==> src/cqs_pkg.sv <==
// Package for the circular queue with search: request/result types, codes, sequencer states.
package cqs_pkg;

  // Request kinds
  localparam logic [1:0] REQ_ENQUEUE = 2'd0;
  localparam logic [1:0] REQ_DEQUEUE = 2'd1;
  localparam logic [1:0] REQ_SEARCH  = 2'd2;

  // Result status codes
  localparam logic [1:0] ST_OK        = 2'd0;
  localparam logic [1:0] ST_FULL      = 2'd1;
  localparam logic [1:0] ST_EMPTY     = 2'd2;
  localparam logic [1:0] ST_NOT_FOUND = 2'd3;

  typedef struct packed {
    logic        [1:0]  req_type;
    logic signed [31:0] value;
  } request_t;

  typedef struct packed {
    logic        [1:0]  status;
    logic signed [31:0] data_out;
    logic        [3:0]  position;
  } result_t;

  typedef enum logic [1:0] {
    S_IDLE,
    S_DEQ,
    S_SCAN
  } state_t;

endpackage

==> src/circular_queue_with_search.sv <==
// Circular FIFO of signed 32-bit values with dequeue and head-to-tail search.
//
// A request transfers when start is high and busy is low; its result appears on result for
// one cycle with done high, and the receiver cannot stall it. Enqueue, and any request that
// fails at once (full, empty, unused kind), gives its result the cycle after the transfer
// without raising busy, so one such request can follow every cycle. Dequeue holds busy for
// one cycle, during which no new request transfers. A search holds busy while it compares
// entries from head toward tail and ends at the first match or after the last stored entry.
// Its pace is set by the single registered read port of the slot memory, which feeds one
// entry per cycle to one shared equality compare.
module circular_queue_with_search #(
  parameter int DEPTH = 8
) (
  input  logic               clk,
  input  logic               rst,
  input  logic               start,
  output logic               busy,
  input  cqs_pkg::request_t  request,
  output logic               done,
  output cqs_pkg::result_t   result
);

  localparam int IW = $clog2(DEPTH);
  localparam int CW = $clog2(DEPTH + 1);

  // Slot memory, one write and one registered read per cycle
  logic signed [31:0] mem [DEPTH];
  logic signed [31:0] rd_data;
  logic [IW-1:0]      rd_addr;

  cqs_pkg::state_t state, state_next;

  logic [IW-1:0] head, tail;
  logic [CW-1:0] occupancy;
  logic [IW-1:0] rd_ptr;
  logic [CW-1:0] issued;
  logic [CW-1:0] checked;
  logic          rd_vld;
  logic signed [31:0] key;

  logic accept, is_full, is_empty, wr_en, scan_issue, hit, last;
  logic [3:0] pos_wide;

  function automatic logic [IW-1:0] next_idx(input logic [IW-1:0] i);
    return (i == IW'(DEPTH - 1)) ? '0 : i + IW'(1);
  endfunction

  assign accept   = start && !busy;
  assign is_full  = (occupancy == CW'(DEPTH));
  assign is_empty = (occupancy == '0);
  assign wr_en    = accept && (request.req_type == cqs_pkg::REQ_ENQUEUE) && !is_full;
  assign hit      = rd_vld && (rd_data == key);
  assign last     = (checked + CW'(1)) == occupancy;
  assign pos_wide = 4'(checked) + 4'd1;

  // Memory port
  always_ff @(posedge clk) begin
    if (wr_en) begin
      mem[tail] <= request.value;
    end
    rd_data <= mem[rd_addr];
  end

  // Next state
  always_comb begin
    state_next = state;
    unique case (state)
      cqs_pkg::S_IDLE: begin
        if (accept && !is_empty && request.req_type == cqs_pkg::REQ_DEQUEUE) begin
          state_next = cqs_pkg::S_DEQ;
        end else if (accept && !is_empty && request.req_type == cqs_pkg::REQ_SEARCH) begin
          state_next = cqs_pkg::S_SCAN;
        end
      end
      cqs_pkg::S_DEQ: state_next = cqs_pkg::S_IDLE;
      cqs_pkg::S_SCAN: begin
        if (rd_vld && (hit || last)) begin
          state_next = cqs_pkg::S_IDLE;
        end
      end
      default: state_next = cqs_pkg::S_IDLE;
    endcase
  end

  // Sequencer outputs
  always_comb begin
    busy       = 1'b0;
    rd_addr    = head;
    scan_issue = 1'b0;
    unique case (state)
      cqs_pkg::S_IDLE: begin
        rd_addr = head;
      end
      cqs_pkg::S_DEQ: begin
        busy = 1'b1;
      end
      cqs_pkg::S_SCAN: begin
        busy       = 1'b1;
        rd_addr    = rd_ptr;
        scan_issue = issued < occupancy;
      end
      default: busy = 1'b0;
    endcase
  end

  // Control and datapath registers
  always_ff @(posedge clk) begin
    if (rst) begin
      state     <= cqs_pkg::S_IDLE;
      head      <= '0;
      tail      <= '0;
      occupancy <= '0;
      rd_vld    <= 1'b0;
      issued    <= '0;
      checked   <= '0;
      done      <= 1'b0;
    end else begin
      state <= state_next;
      done  <= 1'b0;
      unique case (state)
        cqs_pkg::S_IDLE: begin
          if (accept) begin
            result.status   <= cqs_pkg::ST_OK;
            result.data_out <= '0;
            result.position <= '0;
            key             <= request.value;
            case (request.req_type)
              cqs_pkg::REQ_ENQUEUE: begin
                done <= 1'b1;
                if (is_full) begin
                  result.status <= cqs_pkg::ST_FULL;
                end else begin
                  tail      <= next_idx(tail);
                  occupancy <= occupancy + CW'(1);
                end
              end
              cqs_pkg::REQ_DEQUEUE: begin
                if (is_empty) begin
                  result.status <= cqs_pkg::ST_EMPTY;
                  done          <= 1'b1;
                end else begin
                  head      <= next_idx(head);
                  occupancy <= occupancy - CW'(1);
                end
              end
              cqs_pkg::REQ_SEARCH: begin
                if (is_empty) begin
                  result.status <= cqs_pkg::ST_EMPTY;
                  done          <= 1'b1;
                end else begin
                  // head entry is being read at this edge
                  rd_ptr  <= next_idx(head);
                  issued  <= CW'(1);
                  checked <= '0;
                  rd_vld  <= 1'b1;
                end
              end
              default: done <= 1'b1;
            endcase
          end
        end
        cqs_pkg::S_DEQ: begin
          result.data_out <= rd_data;
          done            <= 1'b1;
        end
        cqs_pkg::S_SCAN: begin
          // keep one read ahead of the compare
          if (scan_issue) begin
            rd_ptr <= next_idx(rd_ptr);
            issued <= issued + CW'(1);
          end
          rd_vld <= scan_issue;
          if (rd_vld) begin
            if (hit) begin
              result.status   <= cqs_pkg::ST_OK;
              result.position <= pos_wide;
              done            <= 1'b1;
              rd_vld          <= 1'b0;
            end else if (last) begin
              result.status <= cqs_pkg::ST_NOT_FOUND;
              done          <= 1'b1;
              rd_vld        <= 1'b0;
            end else begin
              checked <= checked + CW'(1);
            end
          end
        end
        default: ;
      endcase
    end
  end

endmodule

==> config.mk <==
export PLATFORM = sky130hd
export DESIGN_NAME = circular_queue_with_search
export DESIGN_NICKNAME = d
export VERILOG_FILES = /design/src/cqs_pkg.sv /design/src/circular_queue_with_search.sv
export SDC_FILE = /design/constraint.sdc
export NUM_CORES = 1
export LEC_CHECK = 0
export BUFFER_PORTS_ARGS = -buffer_cell sky130_fd_sc_hd__buf_2
export CAP_MARGIN = 20
export CELL_PAD_IN_SITES_DETAIL_PLACEMENT = 1
export CELL_PAD_IN_SITES_GLOBAL_PLACEMENT = 1
export CORE_MARGIN = 2
export CORE_UTILIZATION = 53
export CTS_CLUSTER_SIZE = 16
export DETAILED_ROUTE_END_ITERATION = 7
export PLACE_DENSITY_LB_ADDON = 0.08
export SETUP_SLACK_MARGIN = 0.05
export SYNTH_ARGS = -nofsm -noshare
export SYNTH_HDL_FRONTEND = slang
export SYNTH_SLANG_ARGS = --single-unit
==> constraint.sdc <==
create_clock -name clk -period 4.2 [get_ports clk]
set_input_delay 0.42 -clock clk [delete_from_list [all_inputs] [get_ports clk]]
set_output_delay 0.42 -clock clk [all_outputs]
set_load 0.01 [all_outputs]
Word level (Yosys, flattened, before mapping)
Memory sizes are Yosys's and may differ from the RTL's. A register that Yosys moved wholly into a read port is not among the register bits.
Cells that the tools add are included.
{"block": "op_classes", "n_addsub": 7, "mul": 0, "n_div": 0, "order_cmp": 1, "n_eq_ne": 23, "n_shift": 0, "muxes": 58, "bitwise_logic": 3, "reduce_logical": 32}
{"operator": "case mux 32 bit (2 select lines)", "count": 1}
{"operator": "two-way mux 4 bit", "count": 14}
{"operator": "two-way mux 38 bit", "count": 1}
{"operator": "== test 32 bit", "count": 1}
{"operator": "case mux 4 bit (2 select lines)", "count": 4}
{"operator": "two-way mux 3 bit", "count": 8}
{"operator": "!= test 2 bit (second input constant)", "count": 11}
{"operator": "AND reduction 5 bit", "count": 4}
{"operator": "two-way mux 1 bit", "count": 17}
{"operator": "two-way mux 2 bit", "count": 7}
{"operator": "adder 4 x 1 -> 4 bit (second input constant)", "count": 3}
{"operator": "case mux 2 bit (2 select lines)", "count": 3}
{"operator": "AND reduction 4 bit", "count": 3}
{"operator": "adder 3 x 1 -> 3 bit (second input constant)", "count": 3}
{"operator": "== test 3 bit (second input constant)", "count": 3}
{"operator": "logical AND 1 bit", "count": 8}
{"operator": "AND reduction 7 bit", "count": 1}
{"operator": "!= test 3 bit (second input constant)", "count": 2}
{"operator": "case mux 3 bit (2 select lines)", "count": 1}
{"operator": "AND reduction 3 bit", "count": 2}
{"operator": "AND reduction 6 bit", "count": 1}
{"operator": "nonzero test 2 bit", "count": 3}
{"operator": "== test 2 x 1 -> 1 bit (second input constant)", "count": 2}
{"operator": "== test 2 bit (second input constant)", "count": 2}
{"operator": "other kinds (13)", "count": 19}
{"block": "word_totals", "ff_bits": 95, "latch_bits": 0, "mem_bits_rw": 256, "rom_bits": 0, "in_bits": 37, "out_inout_bits": 40, "elab_cells": 138, "mem_count": 1}
{"memory": "mem", "depth": 8, "width": 32, "rd": 1, "rd_clocked_by_memory_dff": 1, "write_ports": 1, "line_no": "circular_queue_with_search.sv:27", "source": "logic signed [31:0] mem [DEPTH];"}

Depth between registers and ports, before layout
{"block": "logic_depth", "depth_word": 10, "depth_mapped": 9, "mapped_depth_nobuf": 9}

Least setup slack after synthesis
Ideal clock, no wire load.
{"block": "synth_path", "path_type": "register -> register", "from": "reg state[0]", "to": "mem mem[1][0] (enable)", "setup_ns": 0.461, "t_arrival_ns": 3.358, "required_time_ns": 3.739, "path_slack_ns": 0.381, "path_stages_with_launch": 6, "n_path_buf": 0, "synth_period_minus_slack_ns": 3.819, "path_cell_list": "dfxtp_1 -> inv_1 -> ha_1 -> and2b_1 -> nand3_1 -> nor3_1"}
{"block": "synth_via", "elab_chain_len": 9, "elab_cells_between_ends": 10, "classes_between": "2 x eq/ne; 3 x mux; 5 x reduce/logical"}
{"item": "from (decl)", "line_no": "circular_queue_with_search.sv:31", "source": "cqs_pkg::state_t state, state_next;"}
{"item": "from (signal assigned)", "line_no": "circular_queue_with_search.sv:109", "source": "state <= cqs_pkg::S_IDLE;"}
{"item": "from (signal assigned)", "line_no": "circular_queue_with_search.sv:118", "source": "state <= state_next;"}
{"item": "== test 2 bit / == test 2 x 1 -> 1 bit (equally long branches)", "line_no": "circular_queue_with_search.sv:90", "source": "unique case (state)"}
{"item": "OR reduction 2 bit (no source line) *"}
{"item": "two-way mux 1 bit *", "line_no": "circular_queue_with_search.sv:90"}
{"item": "net busy", "line_no": "circular_queue_with_search.sv:17", "source": "output logic busy,"}
{"item": "zero test 1 bit *", "line_no": "circular_queue_with_search.sv:48", "source": "assign accept = start && !busy;"}
{"item": "logical AND 1 bit *", "line_no": "circular_queue_with_search.sv:48"}
{"item": "logical AND 1 bit * (2 in series)", "line_no": "circular_queue_with_search.sv:51", "source": "assign wr_en = accept && (request.req_type == cqs_pkg::REQ_ENQUEUE) && !is_full;"}
{"item": "two-way mux 1 bit *", "line_no": "circular_queue_with_search.sv:58", "source": "if (wr_en) begin"}
{"item": "two-way mux 1 bit (implied by the code) *", "line_no": "circular_queue_with_search.sv:59", "source": "mem[tail] <= request.value;"}
{"item": "to (decl)", "line_no": "circular_queue_with_search.sv:27"}
The timed path passes the listed nets; every way through them passes the cells marked *.

Worst setup path in the final report
{"block": "layout_path", "from": "reg state[0]", "to": "reg rd_data[31], read port of mem"}
{"block": "layout_via", "elab_chain_len": 2}
{"item": "== test 2 bit", "line_no": "circular_queue_with_search.sv:90"}
{"item": "two-way mux 3 bit", "line_no": "circular_queue_with_search.sv:90"}
{"item": "to (decl)", "line_no": "circular_queue_with_search.sv:28", "source": "logic signed [31:0] rd_data;"}
No other way between the ends.
A chain may end at the register's enable or synchronous reset.

==> results.txt <==
The routing usage on met2 came out at a little under 40%. The register area share after synthesis came out at around 75%. The net count of the mapped netlist is 821. The pin count of the biggest net entering global routing came out at 65.

The worst hold-check path type is in -> reg. The chip height came out at between 150 and 200 um. The final wirelength is ~32 mm. The worst register-to-register path begins at state[0]$_SDFFE_PP0P_. The port buffer count came out at 76. In the final layout, the share of cells above drive strength 1 is approximately 30%. STA classifies the critical path startpoint as a flip-flop. The placement row count came out at 60. The die area is about 29000 um^2. The power density over the cells came out at 579 nW/um^2. Summed over all nets, the half-perimeter wirelength after detailed placement is 18.9 mm. In this run the tightest slew margin relative to its limit is a little over a third. The effective utilization at floorplan is 54.2%. The number of enable flip-flop cells after synthesis is around 330. The worst slack at placement is 1.37 ns. STA classifies the critical path endpoint as a flip-flop. The post-cts resize count is 0.

Across the VDD grid, the largest voltage drop is ~0.45 mV. The cell area after synthesis is approximately 15000 um^2. The layer with the highest usage is met2. The wire length per cell is between 20 and 25 um. The synthesized flop and latch total is around 380. The static leakage came out at roughly 0.0059 uW. The tree built by TritonCTS fans out to about 380 sinks. The clock-pin slew of the registers on the worst-case setup and hold paths came out at ~0.060 ns.

The run finished with clean final reports. The global-route met1 utilization is between 30% and 40%. The initial antenna violation count was 1. Data on the critical path is required at its endpoint by 4.61 ns. The growth of design area from synthesis to finish came out at 16.0%. Yosys attributes the largest share of cell area to edfxtp_1 67%, mux4_2 9.8%, dfxtp_1 7.4%, mux2_2 2.5%, xnor2_1 2.3%. During synthesis, Yosys emitted a total of 0 warnings. For the worst setup path, the data arrival time is 3.25 ns. The cell type with the largest total area after synthesis is edfxtp_1.

The critical path starts at state[0]$_SDFFE_PP0P_. The setup violation total in the final timing report came out at 0. The number of H-tree branching levels is 2. The top flip-flop cell by instance count after synthesis is edfxtp_1. In this run the most critical hold path is launched from request[17]. The die width came out at between 150 and 200 um. The critical-path maximum fanout came out at 44.

The weighted congestion at the end of routability-driven global placement is around 0.77. The number of detailed-route iterations in the first pass came out at 6. Overall power consumption after layout is estimated at 9870 uW. The maximum clock path buffer count came out at 3.

The number of failing hold endpoints at the final stage is 0. The area of the core is approximately 27000 um^2. For the pin with the worst max-slew slack, the measured transition is just under 1 ns.

The setup TNS after final layout came out at 0 ns. The final routed DRC violation total came out at 0. For the finished layout, the period the worst path requires is roughly 2.8 ns. The internal power of the cells is between 7000 and 8000 uW. The count of final max-slew check failures is 0. The setup fix buffers added after clock tree synthesis is 0. The synthesized instance count is around 760. The repair_antennas step left the layout with diodes totalling 0.

The peak clock frequency supported by timing is ~0.35 GHz. The post-route core utilization came out at between 60 and 70%. Setup repair after global routing left no endpoint under its margin. The share of the synthesized area in the top cell type is between 60% and 70%. The tool flagged a number of max-cap violations equal to 0. The via density per instance is approximately 5.7. The setup slack after layout is around 1.4 ns. The number of global-route vias before repair is 8025.

The worst-case clock skew is between 0.015 and 0.02 ns. The total number of nets in the final design is 934. The met3 track demand over resource in global routing came out at under 10%. By startpoint and endpoint, the worst setup path is classified as reg -> reg. A synthesized cell averages around 19 um^2. Buffers inserted to repair hold after CTS numbered 0. The detailed router placed 7288 vias in this run. The sequential share of power is between 40% and 50%. TritonCTS built the clock tree. The wire length of the first global-routing pass came out at 48.6 mm.

The proportion of power drawn by the clock network came out at ~36%. The all-layer global routing usage came out at 22.9%. Buffers inserted during clock tree synthesis total 41. The share of flip-flops with an asynchronous set or reset came out at 0%. The switching portion of total power is between 20% and 30%. For the worst-skew pair, the clock arrives at the later sink with an insertion delay of 0.53 ns. The cell sitting at the root of the clock tree is a clkbuf_16.

The part of the total power dissipated in combinational logic came out at 17.4%. The count of unique library cells instantiated by Yosys is 48. The remaining antenna violation count is 0. The share of the clock period used by the worst path is about 68%. The I/O pin count came out at 77. Global routing finished with a remaining overflow of 0.

In this run the power spent charging and discharging nets is roughly 2500 uW. The detailed router finished its first iteration with approximately 500 violations.
[power groups by stage]
stage / registers [uW] / clock network (uW) / logic (uW)
floorplan: 4690 / 0 / 1140
global placement: 4690 / 0 / 1680
detailed placement: 4710 / 0 / 1730
CTS: 4630 / 3580 / 1750
global route: 4660 / 3710 / 1860
finish: 4630 / 3520 / 1710
[sequential cells by signal (all words and copies together), names as in the netlist]
register / flops
done: 1
mem: 256
head: 3
issued: 4
tail: 3
checked: 4
result: 38
key: 32
occupancy: 4
state: 2
rd_vld: 1
rd_data: 32
rd_ptr: 3
[layer usage]
layer | routed length, um | up-vias
met2 | 16100 | 165
met1 | 13500 | 3843
met4 | 771 | 2
met5 | 13 | -
met3 | 1410 | 54
li1 | - | 3224
[placed cells by master, fill, tap and decap left out, drive strengths merged, types with 2 or more instances in the layout]
master and n:
edfxtp 329, buf 96, mux4 64, clkbuf 58, dfxtp 54, xnor2 38, and2 37, mux2 33
nor2 32, ha 21, nand2 16, inv 16, mux2i 13, clkinv 13, nor3 10, a21oi 9
nand3 7, o21ai 7, nand4 6, nand2b 6, a211oi 3, or3 3, bufinv 3, xor2 2
a31oi 2, a31o 2, o32ai 2, a21o 2, o211ai 2, or4 2, a21boi 2, nor4b 2
[path summary, 6_finish.rpt]
check | to | cells after the start | slack, ns
max | rd_data[31]$_DFF_P_ | 7 | 1.36
max reg2reg | rd_data[31]$_DFF_P_ | 7 | 1.36
min | key[17]$_DFFE_PP_ | 1 | 0.17
min reg2reg | issued[3]$_SDFFE_PP0P_ | 2 | 0.49
[final cells by class]
class	count	area (um^2)
sequential	383	11000
fill	2279	10100
multi-input combinational	338	3660
clock buffer	58	1150
timing repair buffer	96	556
tap	372	465
clock inverter	17	180
inverter	15	56.3
[Yosys cell counts (2+ instances only)]
| library cell | number |
|---|---|
| or4_1 | 2 |
| o21ai_0 | 7 |
| edfxtp_1 | 329 |
| a31oi_1 | 2 |
| mux4_2 | 64 |
| mux2i_1 | 13 |
| buf_2 | 14 |
| a21oi_1 | 9 |
| nand3_1 | 7 |
| nand4_1 | 6 |
| a21o_1 | 2 |
| dfxtp_1 | 54 |
| inv_1 | 14 |
| nor2_1 | 32 |
| and2_1 | 37 |
| nand2_1 | 16 |
| o211ai_1 | 2 |
| clkbuf_1 | 12 |
| ha_1 | 21 |
| o32ai_1 | 2 |
| xnor2_1 | 38 |
| nand2b_1 | 6 |
| xor2_1 | 2 |
| nor3_1 | 10 |
| a31o_2 | 2 |
| a211oi_1 | 3 |
| or3_1 | 3 |
| mux2_2 | 33 |
[critical path: stages, from the launching register on]
cell	delay, ns
dfxtp_1	0.33
inv_1	0.12
ha_1	0.18
buf_4	0.27
mux2i_4	0.47
buf_12	0.39
mux4_2	0.61
mux2_2	0.30
[kinds of logic after synthesis]
family                     Yosys count  synth area share (%)
buffers and inverters               41                  1.17
DFF                                383                  74.6
xor gates and xnor gates            41                  2.54
and+or+nand+nor                    127                  4.68
adders and majority gates           22                  1.93
AOI/OAI and AO/OA                   38                  1.82
muxes                              110                  13.2
[per-stage QoR]
stage	hold WS, ns	cells	instance area, um^2
after CTS	0.151	1279	17000
final	0.173	1279	17000
after detailed placement	0.489	1204	15700
after global placement	0.476	1204	15700
after global routing	0.177	1279	17000
after floorplan	0.452	762	14700
(Power assumes the default switching activity.)
